### src/design/mbrtu_pkg.sv
// Shared constants and types for the Modbus RTU request framer.
package mbrtu_pkg;

    localparam int unsigned BYTE_W = 8;
    localparam int unsigned MAX_DATA_BYTES = 9;
    localparam int unsigned FRAME_BITS = MAX_DATA_BYTES * BYTE_W;
    localparam int unsigned LEFT_W = 4;

    localparam logic [15:0] CRC_INIT = 16'hFFFF;
    localparam logic [15:0] CRC_POLY = 16'hA001;

    // Frame kinds carried in tuser
    localparam logic [1:0] CMD_STANDARD = 2'd0;
    localparam logic [1:0] CMD_WRITE_MULTI = 2'd1;
    localparam logic [1:0] CMD_SHORT = 2'd2;

    // Data bytes ahead of the CRC for each kind
    localparam logic [LEFT_W-1:0] LEN_STANDARD = 4'd6;
    localparam logic [LEFT_W-1:0] LEN_WRITE_MULTI = 4'd9;
    localparam logic [LEFT_W-1:0] LEN_SHORT = 4'd5;

    // Fixed bytes of a write-multiple of one register
    localparam logic [7:0] QTY_HI = 8'h00;
    localparam logic [7:0] QTY_LO = 8'h01;
    localparam logic [7:0] BYTE_COUNT = 8'h01;

    typedef struct packed {
        logic init;   // restart the CRC at 0xFFFF
        logic load;   // take a new byte and run eight bit steps
    } crc_ctl_t;

endpackage

### src/design/mbrtu_crc.sv
// Bit-serial CRC-16/MODBUS unit: one bit of the loaded byte per cycle.
module mbrtu_crc
(
    input  logic                clk,
    input  logic                rst_n,
    input  mbrtu_pkg::crc_ctl_t ctl,
    input  logic [7:0]          data,
    output logic                step_last,
    output logic [15:0]         crc
);

    logic [15:0] crc_reg, crc_next;
    logic [7:0]  bits_reg, bits_next;
    logic [2:0]  cnt_reg, cnt_next;
    logic        busy_reg, busy_next;
    logic        fb;

    assign fb = crc_reg[0] ^ bits_reg[0];

    always_comb
    begin
        crc_next  = crc_reg;
        bits_next = bits_reg;
        cnt_next  = cnt_reg;
        busy_next = busy_reg;
        if (ctl.init)
        begin
            crc_next  = mbrtu_pkg::CRC_INIT;
            busy_next = 1'b0;
        end
        else if (ctl.load)
        begin
            bits_next = data;
            cnt_next  = 3'd0;
            busy_next = 1'b1;
        end
        else if (busy_reg)
        begin
            // shift one bit, fold in the reflected polynomial on feedback
            crc_next  = (crc_reg >> 1) ^ (fb ? mbrtu_pkg::CRC_POLY : 16'h0000);
            bits_next = bits_reg >> 1;
            cnt_next  = cnt_reg + 3'd1;
            busy_next = (cnt_reg != 3'd7);
        end
    end

    always_ff @(posedge clk or negedge rst_n)
    begin
        if (!rst_n)
        begin
            crc_reg  <= mbrtu_pkg::CRC_INIT;
            bits_reg <= '0;
            cnt_reg  <= '0;
            busy_reg <= 1'b0;
        end
        else
        begin
            crc_reg  <= crc_next;
            bits_reg <= bits_next;
            cnt_reg  <= cnt_next;
            busy_reg <= busy_next;
        end
    end

    assign step_last = busy_reg && (cnt_reg == 3'd7);
    assign crc       = crc_reg;

endmodule

### src/design/modbus_rtu_request_framer.sv
// Top level of the Modbus RTU request framer: byte sequencer and output register.
//
// Each accepted request becomes one Modbus RTU frame sent one byte per transaction on the
// master side, tlast high on the CRC high byte. Kind 0 gives 8 bytes, kind 1 gives 11,
// kind 2 gives 7; kind 3 is dropped with no output. The CRC-16/MODBUS runs one bit per
// cycle; each data byte is put in the output register and then fed through the CRC before
// the next byte is sent, and the two CRC bytes follow the data. A new request is taken only
// once the previous frame's last byte sits in the output register; that byte may still be
// waiting for the sink.
module modbus_rtu_request_framer
(
    input  logic        clk,
    input  logic        rst_n,
    input  logic        s_axis_tvalid,
    output logic        s_axis_tready,
    // [7:0] slave_address, [15:8] function_code, [31:16] start_register,
    // [47:32] payload
    input  logic [47:0] s_axis_tdata,
    // [1:0] command
    input  logic [1:0]  s_axis_tuser,
    output logic        m_axis_tvalid,
    input  logic        m_axis_tready,
    // [7:0] frame_byte
    output logic [7:0]  m_axis_tdata,
    // last_byte
    output logic        m_axis_tlast
);

    typedef enum logic [2:0] {
        ST_IDLE,
        ST_SEND,
        ST_FEED,
        ST_CRC_LO,
        ST_CRC_HI
    } state_t;

    state_t state_reg, state_next;
    logic [mbrtu_pkg::FRAME_BITS-1:0] frame_reg, frame_next;
    logic [mbrtu_pkg::LEFT_W-1:0]     left_reg, left_next;
    logic [7:0]  tdata_reg, tdata_next;
    logic        tlast_reg, tlast_next;
    logic        tvalid_reg, tvalid_next;

    logic        in_xfer;
    logic        slot_free;
    logic        crc_step_last;
    logic [15:0] crc;
    mbrtu_pkg::crc_ctl_t crc_ctl;

    logic [7:0]  addr, fcode, reg_hi, reg_lo, pay_hi, pay_lo;

    assign addr   = s_axis_tdata[7:0];
    assign fcode  = s_axis_tdata[15:8];
    assign reg_hi = s_axis_tdata[31:24];
    assign reg_lo = s_axis_tdata[23:16];
    assign pay_hi = s_axis_tdata[47:40];
    assign pay_lo = s_axis_tdata[39:32];

    assign s_axis_tready = (state_reg == ST_IDLE);
    assign in_xfer       = s_axis_tvalid && s_axis_tready;
    assign slot_free     = !tvalid_reg || m_axis_tready;

    mbrtu_crc u_crc
    (
        .clk       (clk),
        .rst_n     (rst_n),
        .ctl       (crc_ctl),
        .data      (frame_reg[7:0]),
        .step_last (crc_step_last),
        .crc       (crc)
    );

    always_comb
    begin
        state_next  = state_reg;
        frame_next  = frame_reg;
        left_next   = left_reg;
        tdata_next  = tdata_reg;
        tlast_next  = tlast_reg;
        tvalid_next = tvalid_reg;
        crc_ctl     = '0;

        // drop the held byte once the sink takes it
        if (tvalid_reg && m_axis_tready)
        begin
            tvalid_next = 1'b0;
        end

        unique case (state_reg)
            ST_IDLE:
            begin
                if (in_xfer)
                begin
                    case (s_axis_tuser)
                        mbrtu_pkg::CMD_STANDARD:
                        begin
                            frame_next = {24'd0, pay_lo, pay_hi, reg_lo, reg_hi, fcode, addr};
                            left_next  = mbrtu_pkg::LEN_STANDARD;
                            state_next = ST_SEND;
                            crc_ctl.init = 1'b1;
                        end
                        mbrtu_pkg::CMD_WRITE_MULTI:
                        begin
                            frame_next = {pay_lo, pay_hi, mbrtu_pkg::BYTE_COUNT,
                                          mbrtu_pkg::QTY_LO, mbrtu_pkg::QTY_HI,
                                          reg_lo, reg_hi, fcode, addr};
                            left_next  = mbrtu_pkg::LEN_WRITE_MULTI;
                            state_next = ST_SEND;
                            crc_ctl.init = 1'b1;
                        end
                        mbrtu_pkg::CMD_SHORT:
                        begin
                            frame_next = {32'd0, pay_lo, reg_lo, reg_hi, fcode, addr};
                            left_next  = mbrtu_pkg::LEN_SHORT;
                            state_next = ST_SEND;
                            crc_ctl.init = 1'b1;
                        end
                        default:
                        begin
                            // unknown kind: drop the transaction
                            state_next = ST_IDLE;
                        end
                    endcase
                end
            end
            ST_SEND:
            begin
                if (slot_free)
                begin
                    tdata_next  = frame_reg[7:0];
                    tlast_next  = 1'b0;
                    tvalid_next = 1'b1;
                    crc_ctl.load = 1'b1;
                    state_next  = ST_FEED;
                end
            end
            ST_FEED:
            begin
                if (crc_step_last)
                begin
                    frame_next = frame_reg >> mbrtu_pkg::BYTE_W;
                    left_next  = left_reg - 4'd1;
                    state_next = (left_reg == 4'd1) ? ST_CRC_LO : ST_SEND;
                end
            end
            ST_CRC_LO:
            begin
                if (slot_free)
                begin
                    tdata_next  = crc[7:0];
                    tlast_next  = 1'b0;
                    tvalid_next = 1'b1;
                    state_next  = ST_CRC_HI;
                end
            end
            ST_CRC_HI:
            begin
                if (slot_free)
                begin
                    tdata_next  = crc[15:8];
                    tlast_next  = 1'b1;
                    tvalid_next = 1'b1;
                    state_next  = ST_IDLE;
                end
            end
            default:
            begin
                state_next = ST_IDLE;
            end
        endcase
    end

    always_ff @(posedge clk or negedge rst_n)
    begin
        if (!rst_n)
        begin
            state_reg  <= ST_IDLE;
            frame_reg  <= '0;
            left_reg   <= '0;
            tdata_reg  <= '0;
            tlast_reg  <= 1'b0;
            tvalid_reg <= 1'b0;
        end
        else
        begin
            state_reg  <= state_next;
            frame_reg  <= frame_next;
            left_reg   <= left_next;
            tdata_reg  <= tdata_next;
            tlast_reg  <= tlast_next;
            tvalid_reg <= tvalid_next;
        end
    end

    assign m_axis_tvalid = tvalid_reg;
    assign m_axis_tdata  = tdata_reg;
    assign m_axis_tlast  = tlast_reg;

endmodule
### config.mk
export PLATFORM = sky130hd
export DESIGN_NAME = modbus_rtu_request_framer
export DESIGN_NICKNAME = d
export VERILOG_FILES = /design/src/design/mbrtu_pkg.sv /design/src/design/mbrtu_crc.sv /design/src/design/modbus_rtu_request_framer.sv
export SDC_FILE = /design/constraint.sdc
export NUM_CORES = 1
export LEC_CHECK = 0
export ABC_AREA = 1
export BUFFER_PORTS_ARGS = -buffer_cell sky130_fd_sc_hd__buf_2
export CAP_MARGIN = 30
export CORE_UTILIZATION = 55
export CTS_BUF_LIST = sky130_fd_sc_hd__clkbuf_4
export CTS_CLUSTER_SIZE = 28
export DETAILED_ROUTE_END_ITERATION = 10
export HOLD_SLACK_MARGIN = 0.03
export PLACE_DENSITY_LB_ADDON = 0.15
export SLEW_MARGIN = 5
export SYNTH_ARGS = -nofsm -noshare
export SYNTH_HDL_FRONTEND = slang
export SYNTH_SLANG_ARGS = --single-unit
### constraint.sdc
create_clock -name clk -period 1.4 [get_ports clk]
set_input_delay 0.14 -clock clk [delete_from_list [all_inputs] [get_ports clk]]
set_output_delay 0.14 -clock clk [all_outputs]
set_load 0.1 [all_outputs]
==> qor.yml <==
power_and_ir_drop:
  p_sw_mw: 10.5
  clkPwrFrac_pct: 10.0
  p_sw_share_pct: 47.8
  p_int_mw: 11.4
  pwr-share-seq_pct: 27.7
  p_leak_nw: 4.98
  p_comb_share_pct: 62.3
  ir_drop_v: 0.00196
  power.density_nw_per_um2: 2360
routing:
  viasPerCell: 5.57
  finalWirelength_mm: 20.7
  wl_met1_mm: 8.15
  routedWlPerCell_um: 16.5
  drc: 0
  ant_nets: 0
  num_vias: 6998
  firstDrtPassIters: 5
  drt-initial-drc-count: 715
  top_layer_used: "met4"
  met3WireLength_mm: 1.45
  wl_met2_mm: 10.3
outcome:
  outcome: "finished, violations left"
  violations: "setup timing"
logic_synthesis:
  syn_inst: 938
  yosys.area.top_type: "dfrtp_1"
  yosys.area_share.xor_xnor_pct: 0.134
  synth.area.top_cells: "dfrtp_1 (39%), nand2_1 (29%), dfstp_2 (6.4%), o21ai_0 (6.4%), nand3_1 (4.8%)"
  ys_seq_elements: 117
  ys_types: 28
  synth-simple-area-share_pct: 37.8
  synthAdderAreaFrac_pct: 1.73
  synthesis.nets: 1001
  mappedNetlistArea_um2: 6520
  postSynthAreaPerCell_um2: 6.95
  ys.warnings.count: 0
  synth_top_family_by_area: "simple AND/OR/NAND/NOR gates"
  synthMuxAreaShare_pct: 0
  synth_top_area_share_pct: 38.7
  yosysSeqAreaShare_pct: 45.2
  synth_compound_gate_area_share_pct: 7.29
sta:
  setup-violations-final: 117
  whs_ps: 94.7
  tightest_slew_ps: 833
  hold_violations: 0
  setup_ws_ps: -323
  fin_skew_ps: 17.7
  maxSlewHeadroom_pct: 44.5
  rsz0062_at_grt: "true"
  finalMaxSlewViolations: 0
  period_share_pct: 123
  post-route-min-period_ps: 1720
  max_freq_mhz: 580
hold_path:
  hold_depth: 5
  worstHoldStart: "s_axis_tvalid"
  hp-class: "input port to flop"
  min_to: "u_crc.crc[6]"
clocking:
  clockBufferDepth: 2
  clkLatencyLatePin_ps: 570
  cts-buffers-inserted: 17
  clk_pin_slew_worst_paths_ps: 110
  cts.htree.levels: 4
  cts.sinks: 117
  cts_tree: "yes"
  root_buffer: "clkbuf_4"
worst_setup_path:
  crit_required_ps: 1850
  crit_chain: "ha_2 > ha_4 > nand2_2 > nand3_2 > nand2_4 > buf_12 > buf_12 > buf_12 > o21ai_2 > nand2_1"
  r2r-start: "u_crc.cnt_reg[0]"
  crit_path_max_fanout: 8
  arrival_ps: 2170
  cp_common_cell: "buf_12"
  path_class: "flop to flop"
  ff2ff_path_depth: 10
  start_kind: "flop"
  end_kind: "flop"
  r2r_end: "frame_reg[70]"
  slowest_delay_ps: 390
  r2r_slack_ps: -320
  crit_slowest_cell: "dfrtp_1"
run:
  drv_cap: 0
final_layout:
  fin_nets: 1163
  drive_above_1_share_pct: 33.0
  finalNonFillerCells: 1257
  area_delta_synth_final_pct: 42.5
  largest_reg_flops: 72
  fillerInstances: 679
placement:
  place_hpwl_mm: 10.2
  io_buffers: 64
  place.gp.congestion: 0.797
  place_inst: 1144
die:
  core-area_um2: 11500
  num_rows: 39
  start_util_pct: 56.9
  io_pins: 65
  die_y_um: 111
  die_w_um: 111
  die-area_um2: 12300
global_route:
  grt_pass1_wl_mm: 32.8
  antenna_found_initial: 1
  grt_use_total_pct: 33.7
  grt_pass1_vias: 6955
  grt_remaining_overflow: 0
  grt_max_degree: 52
-- power by group through the flow --
stage / sequential (mW) / combinational [mW] / clock [mW]
2_1_floorplan: 6.41 / 5.65 / 0
3_3_place_gp: 5.82 / 8.66 / 0
3_5_place_dp: 5.84 / 8.83 / 0
4_1_cts: 5.93 / 12.4 / 2.18
5_1_grt: 6.18 / 14.6 / 2.34
6_report: 6.06 / 13.6 / 2.19
-- cell usage in the layout, fill, tap and decap left out, types with 6 or more instances in the layout --
| master | count |
|---|---|
| nand2_2 | 63 |
| nand2_4 | 15 |
| clkbuf_4 | 18 |
| o21ai_1 | 7 |
| nand2_1 | 430 |
| buf_6 | 11 |
| buf_16 | 13 |
| dfrtp_1 | 98 |
| dlygate4sd3_1 | 49 |
| buf_2 | 53 |
| nand3_1 | 60 |
| nor2_1 | 19 |
| inv_1 | 42 |
| dfstp_2 | 16 |
| buf_12 | 18 |
| o21ai_0 | 15 |
| o21ai_4 | 6 |
| clkinv_2 | 9 |
| ha_1 | 7 |
| buf_4 | 51 |
| nand4_1 | 8 |
| o21ai_2 | 61 |
-- final cells by class --
class	instances	area, µm²	area share [%]
sequential	117	2950	31.8
tap	143	179	1.92
clock buffer	18	135	1.45
antenna	1	2.50	0.0269
timing repair buffer	200	2060	22.2
clock inverter	14	93.8	1.01
inverter	51	205	2.21
multi-input combinational	713	3660	39.4
-- metal layers --
layer / GRT usage (%) / up-vias
met5: 0 / -
met4: 18.0 / 0
met3: 8.09 / 97
met2: 57.8 / 309
met1: 39.0 / 3322
li1: - / 3270
-- worst max path at each step --
stage                           from            end  slack [ps]
floorplan           u_crc.cnt_reg[0]  frame_reg[14]         -90
global placement    u_crc.cnt_reg[1]   frame_reg[9]        -140
detailed placement  u_crc.cnt_reg[1]  frame_reg[63]        -180
CTS                     state_reg[2]  s_axis_tready        -300
global route        u_crc.cnt_reg[1]  frame_reg[70]        -360
finish              u_crc.cnt_reg[0]  frame_reg[70]        -320
-- logic make-up (layout without fill, tap and decap cells) --
logic type	Yosys count	in the layout
xor+xnor	1	1
simple gates	611	611
other cells	0	1
buf+inv	108	283
fa+ha+maj	9	9
flops	117	117
compound gates	92	92
-- through the flow --
step	cell area [µm²]	setup WS, ps	TNS [ps]	total power [mW]	utilization, %
2_1_floorplan	6570	-85.2	-4570	12.1	-
3_3_place_gp	7310	-141	-9150	14.5	63.8
3_5_place_dp	7310	-181	-10650	14.7	63.8
4_1_cts	9000	-303	-16440	20.5	78.5
5_1_grt	9300	-360	-29690	23.1	81.1
6_report	9300	-323	-21950	21.9	81.1
-- synth_stat cells, drive strengths merged --
master	n
clkbuf	18
inv	50
nand4	9
o21ai	89
dfrtp	101
dfstp	16
a21oi	3
xnor2	1
nand3b	4
buf	39
nand2	508
nor2	26
clkinv	1
nand3	64
ha	9
-- critical path, delay by kind of cell (launching register included) --
family / cells / cell delay, ps
compound gates: 1 / 160
fa+ha+maj: 2 / 340
buf+inv: 3 / 440
flops: 1 / 390
simple gates: 4 / 270
-- timing repair --
item,in CTS,in global routing
endpoints found under the setup margin,117,133
pin swaps,11,32
buffers inserted,15,5
hold buffers,50,0
endpoints found under the hold margin,175,0
resized for setup,195,72
cloned,14,1
Note: power is estimated with default switching activity, not from simulation.
